$ cat src/hw/rtl/lpm_pkg.sv
`default_nettype none

package lpm_pkg;

  localparam int DEF_ENTRIES = 16;
  localparam int DEF_PORTS   = 8;
  localparam int IP_W        = 32;
  localparam int SLOT_W      = 4;
  localparam int LEN_W       = 6;

  typedef enum logic {
    KIND_WRITE  = 1'b0,
    KIND_LOOKUP = 1'b1
  } kind_t;

  typedef enum logic [1:0] {
    S_IDLE,
    S_SCAN,
    S_DONE
  } state_t;

endpackage

`default_nettype wire

$ cat src/hw/rtl/lpm_ram.sv
`default_nettype none

module lpm_ram #(
  parameter int WIDTH = 8,
  parameter int DEPTH = 16
) (
  input  wire logic                     clk,
  input  wire logic                     we,
  input  wire logic [$clog2(DEPTH)-1:0] waddr,
  input  wire logic [WIDTH-1:0]         wdata,
  input  wire logic [$clog2(DEPTH)-1:0] raddr,
  output      logic [WIDTH-1:0]         rdata
);

  logic [WIDTH-1:0] mem [DEPTH];

  always_ff @(posedge clk) begin
    if (we) begin
      mem[waddr] <= wdata;
    end
    rdata <= mem[raddr];
  end

endmodule

`default_nettype wire

$ cat src/hw/rtl/longest_prefix_match_table.sv
// IPv4 longest-prefix-match routing table.
//
// Input channel (in_valid/in_ready): one item is either a slot write
// (in_kind = 0) or an address lookup (in_kind = 1). Result channel
// (out_valid/out_ready): exactly one item per input item, in order.
// A write returns an all-zero acknowledgement; a lookup returns hit,
// winning slot, prefix length, next hop and port (all zero on a miss).
//
// Route data sits in a single-port-write, registered-read RAM; valid bits
// are flip-flops. A lookup walks the slots one per cycle through a
// three-stage read / match / select pipeline, then loads its result
// into the output register; a write skips the scan. One item is in
// work at a time: in_ready is high only while the block is idle.
// The result sits in an output register; while the receiver stalls, the
// finished item waits there and the next item can be taken and worked on,
// holding only at its final step until the register frees up.
// Reset clears all valid bits, so every slot misses until written.
// Writes to slot indexes at or above ENTRIES are ignored but acknowledged.

`default_nettype none

module longest_prefix_match_table
  import lpm_pkg::*;
#(
  parameter int ENTRIES = DEF_ENTRIES,
  parameter int PORTS   = DEF_PORTS
) (
  input  wire logic                       clk,
  input  wire logic                       rst_n,
  input  wire logic                       in_valid,
  output      logic                       in_ready,
  input  wire logic                       in_kind,
  input  wire logic [SLOT_W-1:0]          in_slot_index,
  input  wire logic                       in_slot_valid,
  input  wire logic [IP_W-1:0]            in_route_prefix_in,
  input  wire logic [IP_W-1:0]            in_route_mask_in,
  input  wire logic [IP_W-1:0]            in_route_gateway_in,
  input  wire logic [$clog2(PORTS)-1:0]   in_route_port_in,
  input  wire logic [IP_W-1:0]            in_lookup_address,
  output      logic                       out_valid,
  input  wire logic                       out_ready,
  output      logic                       out_hit,
  output      logic [SLOT_W-1:0]          out_matched_slot,
  output      logic [LEN_W-1:0]           out_prefix_length,
  output      logic [IP_W-1:0]            out_next_hop,
  output      logic [$clog2(PORTS)-1:0]   out_out_port
);

  localparam int IdxW  = $clog2(ENTRIES);
  localparam int PortW = $clog2(PORTS);
  localparam int DataW = 3 * IP_W + PortW;
  localparam int WideW = IdxW + SLOT_W;

  function automatic logic [LEN_W-1:0] lead_ones(input logic [IP_W-1:0] m);
    logic [IP_W-1:0]  x;
    logic [LEN_W-1:0] n;
    x = ~m;
    n = '0;
    if (x == '0) begin
      n = LEN_W'(IP_W);
    end else begin
      if (x[31:16] == 16'd0) begin
        n = n + LEN_W'(16);
        x = {x[15:0], 16'd0};
      end
      if (x[31:24] == 8'd0) begin
        n = n + LEN_W'(8);
        x = {x[23:0], 8'd0};
      end
      if (x[31:28] == 4'd0) begin
        n = n + LEN_W'(4);
        x = {x[27:0], 4'd0};
      end
      if (x[31:30] == 2'd0) begin
        n = n + LEN_W'(2);
        x = {x[29:0], 2'd0};
      end
      if (!x[31]) begin
        n = n + LEN_W'(1);
      end
    end
    return n;
  endfunction

  state_t state_r, state_nxt;

  logic               in_fire;
  logic               out_free;
  logic               issue;
  logic               load_out;
  logic               wr_en;
  logic [WideW-1:0]   wr_idx_wide;
  logic [IdxW-1:0]    wr_addr;
  logic [DataW-1:0]   wr_data;
  logic [DataW-1:0]   rd_data;

  logic [ENTRIES-1:0] valid_r;
  logic [IP_W-1:0]    addr_r;
  logic [IdxW-1:0]    scan_r;
  logic               scan_end_r;

  logic               rd_v_r;
  logic               rd_last_r;
  logic               rd_ev_r;
  logic [IdxW-1:0]    rd_idx_r;

  logic [IP_W-1:0]    rd_prefix;
  logic [IP_W-1:0]    rd_mask;
  logic [IP_W-1:0]    rd_gw;
  logic [PortW-1:0]   rd_port;

  logic               a_v_r;
  logic               a_last_r;
  logic               a_match_r;
  logic [IdxW-1:0]    a_idx_r;
  logic [LEN_W-1:0]   a_len_r;
  logic [IP_W-1:0]    a_gw_r;
  logic [PortW-1:0]   a_port_r;

  logic               found_r;
  logic [IdxW-1:0]    best_idx_r;
  logic [LEN_W-1:0]   best_len_r;
  logic [IP_W-1:0]    best_gw_r;
  logic [PortW-1:0]   best_port_r;
  logic [WideW-1:0]   best_idx_wide;

  logic               out_valid_r;
  logic               out_hit_r;
  logic [SLOT_W-1:0]  out_slot_r;
  logic [LEN_W-1:0]   out_len_r;
  logic [IP_W-1:0]    out_hop_r;
  logic [PortW-1:0]   out_port_r;

  assign in_fire  = in_valid && in_ready;
  assign out_free = !out_valid_r || out_ready;

  // next state
  always_comb begin
    state_nxt = state_r;
    unique case (state_r)
      S_IDLE: begin
        if (in_fire) begin
          state_nxt = (in_kind == KIND_LOOKUP) ? S_SCAN : S_DONE;
        end
      end
      S_SCAN: begin
        if (a_v_r && a_last_r) begin
          state_nxt = S_DONE;
        end
      end
      S_DONE: begin
        if (out_free) begin
          state_nxt = S_IDLE;
        end
      end
      default: state_nxt = S_IDLE;
    endcase
  end

  // fsm outputs
  always_comb begin
    in_ready = 1'b0;
    issue    = 1'b0;
    load_out = 1'b0;
    unique case (state_r)
      S_IDLE: in_ready = 1'b1;
      S_SCAN: issue    = !scan_end_r;
      S_DONE: load_out = out_free;
      default: begin
        in_ready = 1'b0;
      end
    endcase
  end

  always_ff @(posedge clk) begin
    if (!rst_n) begin
      state_r <= S_IDLE;
    end else begin
      state_r <= state_nxt;
    end
  end

  // table write path
  assign wr_idx_wide = {{IdxW{1'b0}}, in_slot_index};
  assign wr_addr     = wr_idx_wide[IdxW-1:0];
  assign wr_en       = in_fire && (in_kind == KIND_WRITE) &&
                       (wr_idx_wide < WideW'(ENTRIES));
  assign wr_data     = {in_route_prefix_in, in_route_mask_in,
                        in_route_gateway_in, in_route_port_in};

  lpm_ram #(
    .WIDTH (DataW),
    .DEPTH (ENTRIES)
  ) u_ram (
    .clk   (clk),
    .we    (wr_en),
    .waddr (wr_addr),
    .wdata (wr_data),
    .raddr (scan_r),
    .rdata (rd_data)
  );

  assign {rd_prefix, rd_mask, rd_gw, rd_port} = rd_data;

  always_ff @(posedge clk) begin
    if (!rst_n) begin
      valid_r <= '0;
    end else if (wr_en) begin
      valid_r[wr_addr] <= in_slot_valid;
    end
  end

  // scan counter and read stage
  always_ff @(posedge clk) begin
    if (!rst_n) begin
      scan_end_r <= 1'b0;
      rd_v_r     <= 1'b0;
    end else begin
      rd_v_r <= issue;
      if (in_fire) begin
        scan_end_r <= 1'b0;
      end else if (issue && (scan_r == IdxW'(ENTRIES - 1))) begin
        scan_end_r <= 1'b1;
      end
    end
  end

  always_ff @(posedge clk) begin
    if (in_fire) begin
      scan_r <= '0;
      addr_r <= in_lookup_address;
    end else if (issue) begin
      scan_r <= scan_r + IdxW'(1);
    end
    rd_last_r <= (scan_r == IdxW'(ENTRIES - 1));
    rd_ev_r   <= valid_r[scan_r];
    rd_idx_r  <= scan_r;
  end

  // match stage
  always_ff @(posedge clk) begin
    if (!rst_n) begin
      a_v_r <= 1'b0;
    end else begin
      a_v_r <= rd_v_r;
    end
  end

  always_ff @(posedge clk) begin
    a_last_r  <= rd_last_r;
    a_match_r <= rd_ev_r && ((rd_prefix & rd_mask) == (addr_r & rd_mask));
    a_idx_r   <= rd_idx_r;
    a_len_r   <= lead_ones(rd_mask);
    a_gw_r    <= rd_gw;
    a_port_r  <= rd_port;
  end

  // select stage, strict compare keeps the lowest index on a tie
  always_ff @(posedge clk) begin
    if (!rst_n) begin
      found_r <= 1'b0;
    end else if (in_fire) begin
      found_r <= 1'b0;
    end else if (a_v_r && a_match_r) begin
      found_r <= 1'b1;
    end
  end

  always_ff @(posedge clk) begin
    if (a_v_r && a_match_r && (!found_r || (a_len_r > best_len_r))) begin
      best_idx_r  <= a_idx_r;
      best_len_r  <= a_len_r;
      best_gw_r   <= a_gw_r;
      best_port_r <= a_port_r;
    end
  end

  // output register
  assign best_idx_wide = {{SLOT_W{1'b0}}, best_idx_r};

  always_ff @(posedge clk) begin
    if (!rst_n) begin
      out_valid_r <= 1'b0;
    end else if (load_out) begin
      out_valid_r <= 1'b1;
    end else if (out_ready) begin
      out_valid_r <= 1'b0;
    end
  end

  always_ff @(posedge clk) begin
    if (load_out) begin
      out_hit_r  <= found_r;
      out_slot_r <= found_r ? best_idx_wide[SLOT_W-1:0] : '0;
      out_len_r  <= found_r ? best_len_r : '0;
      out_hop_r  <= found_r ? best_gw_r : '0;
      out_port_r <= found_r ? best_port_r : '0;
    end
  end

  assign out_valid         = out_valid_r;
  assign out_hit           = out_hit_r;
  assign out_matched_slot  = out_slot_r;
  assign out_prefix_length = out_len_r;
  assign out_next_hop      = out_hop_r;
  assign out_out_port      = out_port_r;

endmodule

`default_nettype wire

$ cat config.mk
export PLATFORM = sky130hd
export DESIGN_NAME = longest_prefix_match_table
export DESIGN_NICKNAME = d
export VERILOG_FILES = /design/src/hw/rtl/lpm_pkg.sv /design/src/hw/rtl/lpm_ram.sv /design/src/hw/rtl/longest_prefix_match_table.sv
export SDC_FILE = /design/constraint.sdc
export NUM_CORES = 2
export LEC_CHECK = 0
export BUFFER_PORTS_ARGS = -buffer_cell sky130_fd_sc_hd__buf_4
export CAP_MARGIN = 20
export CORE_MARGIN = 3
export CORE_UTILIZATION = 25
export DETAILED_ROUTE_END_ITERATION = 12
export GPL_TIMING_DRIVEN = 0
export HOLD_SLACK_MARGIN = 0.05
export SLEW_MARGIN = 20
export SYNTH_ARGS = -nofsm -noshare
export SYNTH_HDL_FRONTEND = slang
export SYNTH_SLANG_ARGS = --single-unit
$ cat constraint.sdc
create_clock -name clk -period 12.3 [get_ports clk]
set_input_delay 1.23 -clock clk [delete_from_list [all_inputs] [get_ports clk]]
set_output_delay 1.23 -clock clk [all_outputs]
set_load 0.02 [all_outputs]
# [Word level (Yosys, flattened, before mapping)]
# Memories as Yosys holds them, arrays and structs flattened. A register that Yosys moved wholly into a read port is not among the register bits.
# Index checks and enable logic that the tools add are counted.
[totals] ff_bits=203 mem_bits_rw=1584 inputBits=141 output_inout_bits=48 word_cells=107 memories=1
[memory_table] memory="u_ram.mem" depth=16 width=99 rd=1 rd_clocked_by_memory_dff=1 wr=1 line="lpm_ram.sv:15" text="logic [WIDTH-1:0] mem [DEPTH];"
[op_classes] n_addsub=5 order_cmp=5 n_eq_ne=7 mux=34 bitwise_logic=5 reduce_logical=23
[ops] cell="$mux W32" n=8
[ops] cell="$and A32 B32 Y32" n=2
[ops] cell="$mux W6" n=8
[ops] cell="$eq A32 B32 Y1" n=1
[ops] cell="$logic_not A32 Y1" n=1
[ops] cell="$not A32 Y32" n=1
[ops] cell="$bwmux W16" n=1
[ops] cell="$logic_not A16 Y1" n=1
[ops] cell="$lt A4 B5 Y1 const B" n=3
[ops] cell="$logic_and A1 B1 Y1" n=9
[ops] cell="$mux W1" n=9
[ops] cell="$logic_not A8 Y1" n=1
[ops] cell="$mux W2" n=4
[ops] cell="$add A6 B1 Y6 const B" n=1
[ops] cell="$add A6 B2 Y6 const B" n=1
[ops] cell="$add A6 B3 Y6 const B" n=1
[ops] cell="$add A6 B4 Y6 const B" n=1
[ops] cell="$gt A6 B6 Y1" n=1
[ops] cell="$ne A2 B2 Y1 const B" n=3
[ops] cell="$pmux W2 S3" n=1
[ops] cell="$mux W5" n=1
[ops] cell="$add A4 B1 Y4 const B" n=1
[ops] cell="$bmux W1 S4" n=1
[ops] cell="$demux W1 S4" n=1
[ops] cell="12 further kinds" n=17

# [Longest topological paths before layout]
[depth] word_depth=15 ltp_mapped=8 mapped_depth_nobuf=8

# [Hierarchy]
# From an unflattened synthesis, not the netlist that was laid out.
[unflattened] cells_unflattened=3033 hier_area_um2=68660.9
[by_module_without_submodules] mod="lpm_ram" instances=1 cells_each=2534 area_each_um2=61208.7 seq_area_each_um2=49547.5
[by_module_without_submodules] mod="longest_prefix_match_table" instances=1 cells_each=499 area_each_um2=7452.1 seq_area_each_um2=5295.1

# [Least setup slack after synthesis]
# Ideal clock, no wire load.
[synth_path] kind="input-to-reg" from="in in_valid" to="reg valid_r[12]" setup_time_ps=125 t_arrival_ps=10751 required_time_ps=12175 path_slack_ps=1423 path_stages=6 n_path_buf=0 path_cell_list="nand2b_1 -> nor2_1 -> nand4b_1 -> nor3_1 -> mux2i_1 -> nor2b_1"
[synth_via] elab_chain_cells=3
[synth_lines] item="from (decl)" line="longest_prefix_match_table.sv:30" text="input wire logic in_valid,"
[synth_lines] item="$logic_and A1 B1 Y1" line="longest_prefix_match_table.sv:134" text="assign in_fire = in_valid && in_ready;"
[synth_lines] item="via in_fire" line="longest_prefix_match_table.sv:87" text="logic in_fire;"
[synth_lines] item="$logic_and A1 B1 Y1 (2 in series)" line="longest_prefix_match_table.sv:186" text="assign wr_en = in_fire && (in_kind == KIND_WRITE) &&"
[synth_lines] item="to (signal, indexed assignment)" line="longest_prefix_match_table.sv:209" text="valid_r[wr_addr] <= in_slot_valid;"
[synth_lines] item="to (decl)" line="longest_prefix_match_table.sv:97" text="logic [ENTRIES-1:0] valid_r;"
# The timed path passes the listed nets, and every way through them passes these cells.
# A chain may end at the register's enable or synchronous reset.

# [Worst setup path after layout]
[layout_path] from="in in_valid" to="mem u_ram.mem[13][1] in the netlist's numbering (enable)"
[layout_via] elab_chain_cells=5
[layout_lines] item="$logic_and A1 B1 Y1" line="longest_prefix_match_table.sv:134"
[layout_lines] item="via in_fire" line="longest_prefix_match_table.sv:87"
[layout_lines] item="$logic_and A1 B1 Y1 (2 in series)" line="longest_prefix_match_table.sv:186"
[layout_lines] item="$mux W1" line="lpm_ram.sv:18" text="if (we) begin"
[layout_lines] item="$mux W1 (implied by the code)" line="lpm_ram.sv:19" text="mem[waddr] <= wdata;"
[layout_lines] item="to (decl)" line="lpm_ram.sv:15"
# The timed path passes the listed nets, and every way through them passes these cells.

==> impl_summary.txt <==
----------------------------------------------------
[Setup path]
  CP Depth ... 8
  CP peak stage delay ... 0.87 ns
  Launch point of the worst path ... in_valid
  CP Capture Type ... flop
  Worst setup path class ... input pin to flop
  Maximum net fanout on the critical path ... 17
  Top delay family on crit path ... simple AND/OR/NAND/NOR gates
  Count of buffer and inverter cells on the critical path ... 4
  Critical path startpoint category ... input pin
  Data arrival at the endpoint of the critical path ... 4.30 ns
  R2R cell count ... 7
  Critical Path Slowest Stage Cell ... sky130_fd_sc_hd__nor2_4
  Startpoint of the worst-slack reg-to-reg timing path ... state_r[1]$_SDFFE_PN0P_
  Cell breakdown of the critical path ... buf_4 -> nand2b_1 -> nor2_4 -> nand4b_1 -> nor2_4 -> buf_12 -> buf_16 -> buf_12
  Critical path required time ... 12.81 ns

[Timing]
  Slew margin rel. ... 23.93%
  Final period util ... 30.76%
  Transition time at the pin with the least slew margin ... 1.141 ns
  Final setup viols ... 0
  Final Hold Vio Count ... 0
  RSZ-0062 raised after global routing ... no
  Final critical-path required period ... 3.784 ns
  Worst clock skew ... 0.05719 ns
  Fin Hold WS ... 0.3259 ns
  Number of max-slew violations in the final report ... 0
  Maximum clock frequency ... 264.3 MHz

[Floorplan]
  Standard-cell row count ... 191
  Die Wd ... 529.7 um
  Floorplan core area ... 271700 um^2
  Ports placed on the boundary ... 189
  Starting utilization of the core area ... 25.23%
  Chip height ... 529.7 um
  DIE AREA ... 280600 um^2

[Clock network]
  Clock slew at the register clock pins of the worst setup and hold paths ... 0.06 ns
  H-tree depth ... 4
  TritonCTS buffer count ... 190
  Number of cells upsized or downsized after cts ... 0
  # Post-CTS Setup Buffers ... 0
  Root Buffer ... sky130_fd_sc_hd__clkbuf_16
  # clock sinks ... 1886
  Clock tree from TritonCTS ... yes
  CTS hold repair buffers ... 0
  Buffer depth of the longest clock path ... 3
  Clock network latency to the later pin of the worst-skew pair ... 0.84 ns

[Job]
  Maxcap violations ... 0

[Logic synthesis]
  Synthesis-stage register bit count ... 1886
  Syn nets ... 2956
  Summed instance area of the synthesized netlist ... 68560 um^2
  Number of flops mapped to enable cells by yosys ... 1707
  Async set-or-reset flop fraction in the synthesized netlist ... 0%
  Number of warnings reported in the yosys synthesis log ... 0
  Mean Syn Cell Area ... 24.42 um^2
  Post-synthesis cell count ... 2808
  Most used flip-flop cell after synthesis ... sky130_fd_sc_hd__edfxtp_1
  Portion of the post-synthesis area used by sequential elements ... 79.99%
  Yosys cell types ... 53

[Layout]
  Final non-filler cell area ... 84140 um^2
  Final nets ... 3513
  Count of non-filler cells in the finished layout ... 7130
  Share of post-route cells with drive strength above 1 ... 34.86%
  Area growth from synthesis to final layout ... 22.72%
  Count of fill cells added during filler insertion ... 25540

[Placed design]
  # port buffers ... 188
  Final estimated routing congestion in global placement ... 0.7847
  Placed wire-length estimate ... 124400 um
  Number of cells in the design after placement ... 6742
  Area after detailed placement ... 77630 um^2

[GRT]
  Gr ovfl total ... 0
  Global-route wire length before repair ... 257100 um
  Total GRT Usage ... 12.98%
  Antenna violations before repair ... 75
  Number of global-route vias before repair ... 32870
  Maximum number of pins on one net before global-route repair ... 23

[Detailed routing]
  Per-cell routed wire length ... 25.97 um
  Post-route antenna net violation count ... 0
  Via count of the routed design ... 32070
  Routed WL ... 185200 um
  Number of iterations in the first detailed-routing pass ... 5
  DRC viols ... 0
  Initial detailed-routing violation count ... 3434
  Vias/cell ... 4.497

[Power]
  Power per standard cell area ... 166.1 nW/um^2
  Standby leakage power ... 26.01 nW
  Largest vdd supply drop ... 107.7 uV
  Design Power ... 13.97 mW

[Run status]
  Status ... finished, final reports clean

[Min path]
  Worst hold path stage count ... 0
  Hold path start ... u_ram.rdata[10]$_DFF_P_
  Tightest Hold Check Type ... flop to flop

----------------------------------------------------
cells in the final DEF (no fill, tap or decap), drive strengths merged, types with 3 or more instances in the layout:
master	n
edfxtp	1707
mux4	500
buf	393
clkbuf	361
dfxtp	179
clkinv	65
and2	49
xor2	32
nand2	29
nor2	28
diode	26
o21ai	21
bufinv	16
inv	16
a21boi	14
a22o	10
nand4	10
clkinvlp	9
nor2b	9
a21oi	8
ha	7
nor3	7
mux2i	6
nand2b	5
a221oi	5
a22oi	4
nand4b	3
o21a	3
a21o	3
o211ai	3
nor3b	3
a31oi	3
mux2	3
a211oi	3
where the power goes:
part           internal [mW]  leakage, nW  switching [mW]
clock                   3.36         3.10            2.48
combinational          0.451         6.03           0.521
sequential              7.10         16.9          0.0714
total                   10.9         26.0            3.07
routing by layer:
layer	vias to the layer above	routed length [um]	global-route usage, %
li1	13150	-	-
met1	17170	73440	16.39
met2	1354	89790	21.28
met3	352	16070	4.003
met4	42	5612	4.142
met5	-	276	0
kinds of logic after synthesis:
group           count (synthesis)  share of synthesized area [%]
compound gates                 86                         0.8887
fa+ha+maj                       7                         0.1277
xor+xnor                       32                         0.4088
mux                           509                          16.57
flops                        1886                          79.99
simple gates                  154                          1.256
buf+inv                       134                         0.7610
worst paths after layout:
check / endpoint / slack [ns]
hold / removal: a_gw_r[7]$_DFF_P_ / 0.33
setup / recovery: u_ram.mem[13][1]$_DFFE_PP_ / 8.52
hold reg to reg: a_gw_r[7]$_DFF_P_ / 0.33
setup reg to reg: u_ram.mem[13][1]$_DFFE_PP_ / 8.65
cell type report:
class                           instances  area, um^2  share of cell area [%]
Timing Repair Buffer                  365        4441                   5.278
Inverter                                7       26.28                 0.03123
Multi-Input combinational cell        788       13330                   15.85
Tap cell                             3570        4467                   5.309
Buffer                                127       549.3                  0.6528
Clock buffer                          262        5246                   6.235
Antenna cell                           26       65.06                 0.07733
Sequential cell                      1886       54840                   65.18
Clock inverter                         99        1166                   1.386
state kept, by name, summed over array words and instances (netlist names), 6 cells and up:
name               flops
valid_r               16
a_gw_r                32
u_ram.rdata           99
a_len_r                6
addr_r                32
best_len_r             6
u_ram.mem           1584
best_gw_r             32
out_prefix_length      6
out_next_hop          32
cells in the mapped netlist (all sizes together), types with 2 or more instances:
library cell / instances / area share [%]
edfxtp: 1707 / 75
mux4: 500 / 16
dfxtp: 179 / 5.2
clkbuf: 91 / 0.50
and2: 49 / 0.45
buf: 36 / 0.22
xor2: 32 / 0.41
nand2: 29 / 0.16
nor2: 28 / 0.15
o21ai: 21 / 0.15
a21boi: 14 / 0.15
a22o: 10 / 0.13
nand4: 10 / 0.11
nor2b: 9 / 0.082
a21oi: 8 / 0.058
ha: 7 / 0.13
inv: 7 / 0.038
nor3: 7 / 0.051
mux2i: 6 / 0.088
a221oi: 5 / 0.064
nand2b: 5 / 0.046
a22oi: 4 / 0.044
a211oi: 3 / 0.040
a21o: 3 / 0.033
a31oi: 3 / 0.027
mux2: 3 / 0.055
nand4b: 3 / 0.038
nor3b: 3 / 0.033
o211ai: 3 / 0.033
o21a: 3 / 0.033
and4: 2 / 0.026
o22ai: 2 / 0.018
or3: 2 / 0.018
or4: 2 / 0.027
through the flow:
step | setup slack, ns | setup TNS (ns) | util, %
floorplan | 1.423 | 0 | -
global placement | -10.95 | -5871.30 | 27.40
detailed placement | 7.691 | 0 | 28.57
CTS | 8.569 | 0 | 30.93
global route | 8.421 | 0 | 30.94
finish | 8.516 | 0 | 30.96
(Power assumes the default switching activity.)
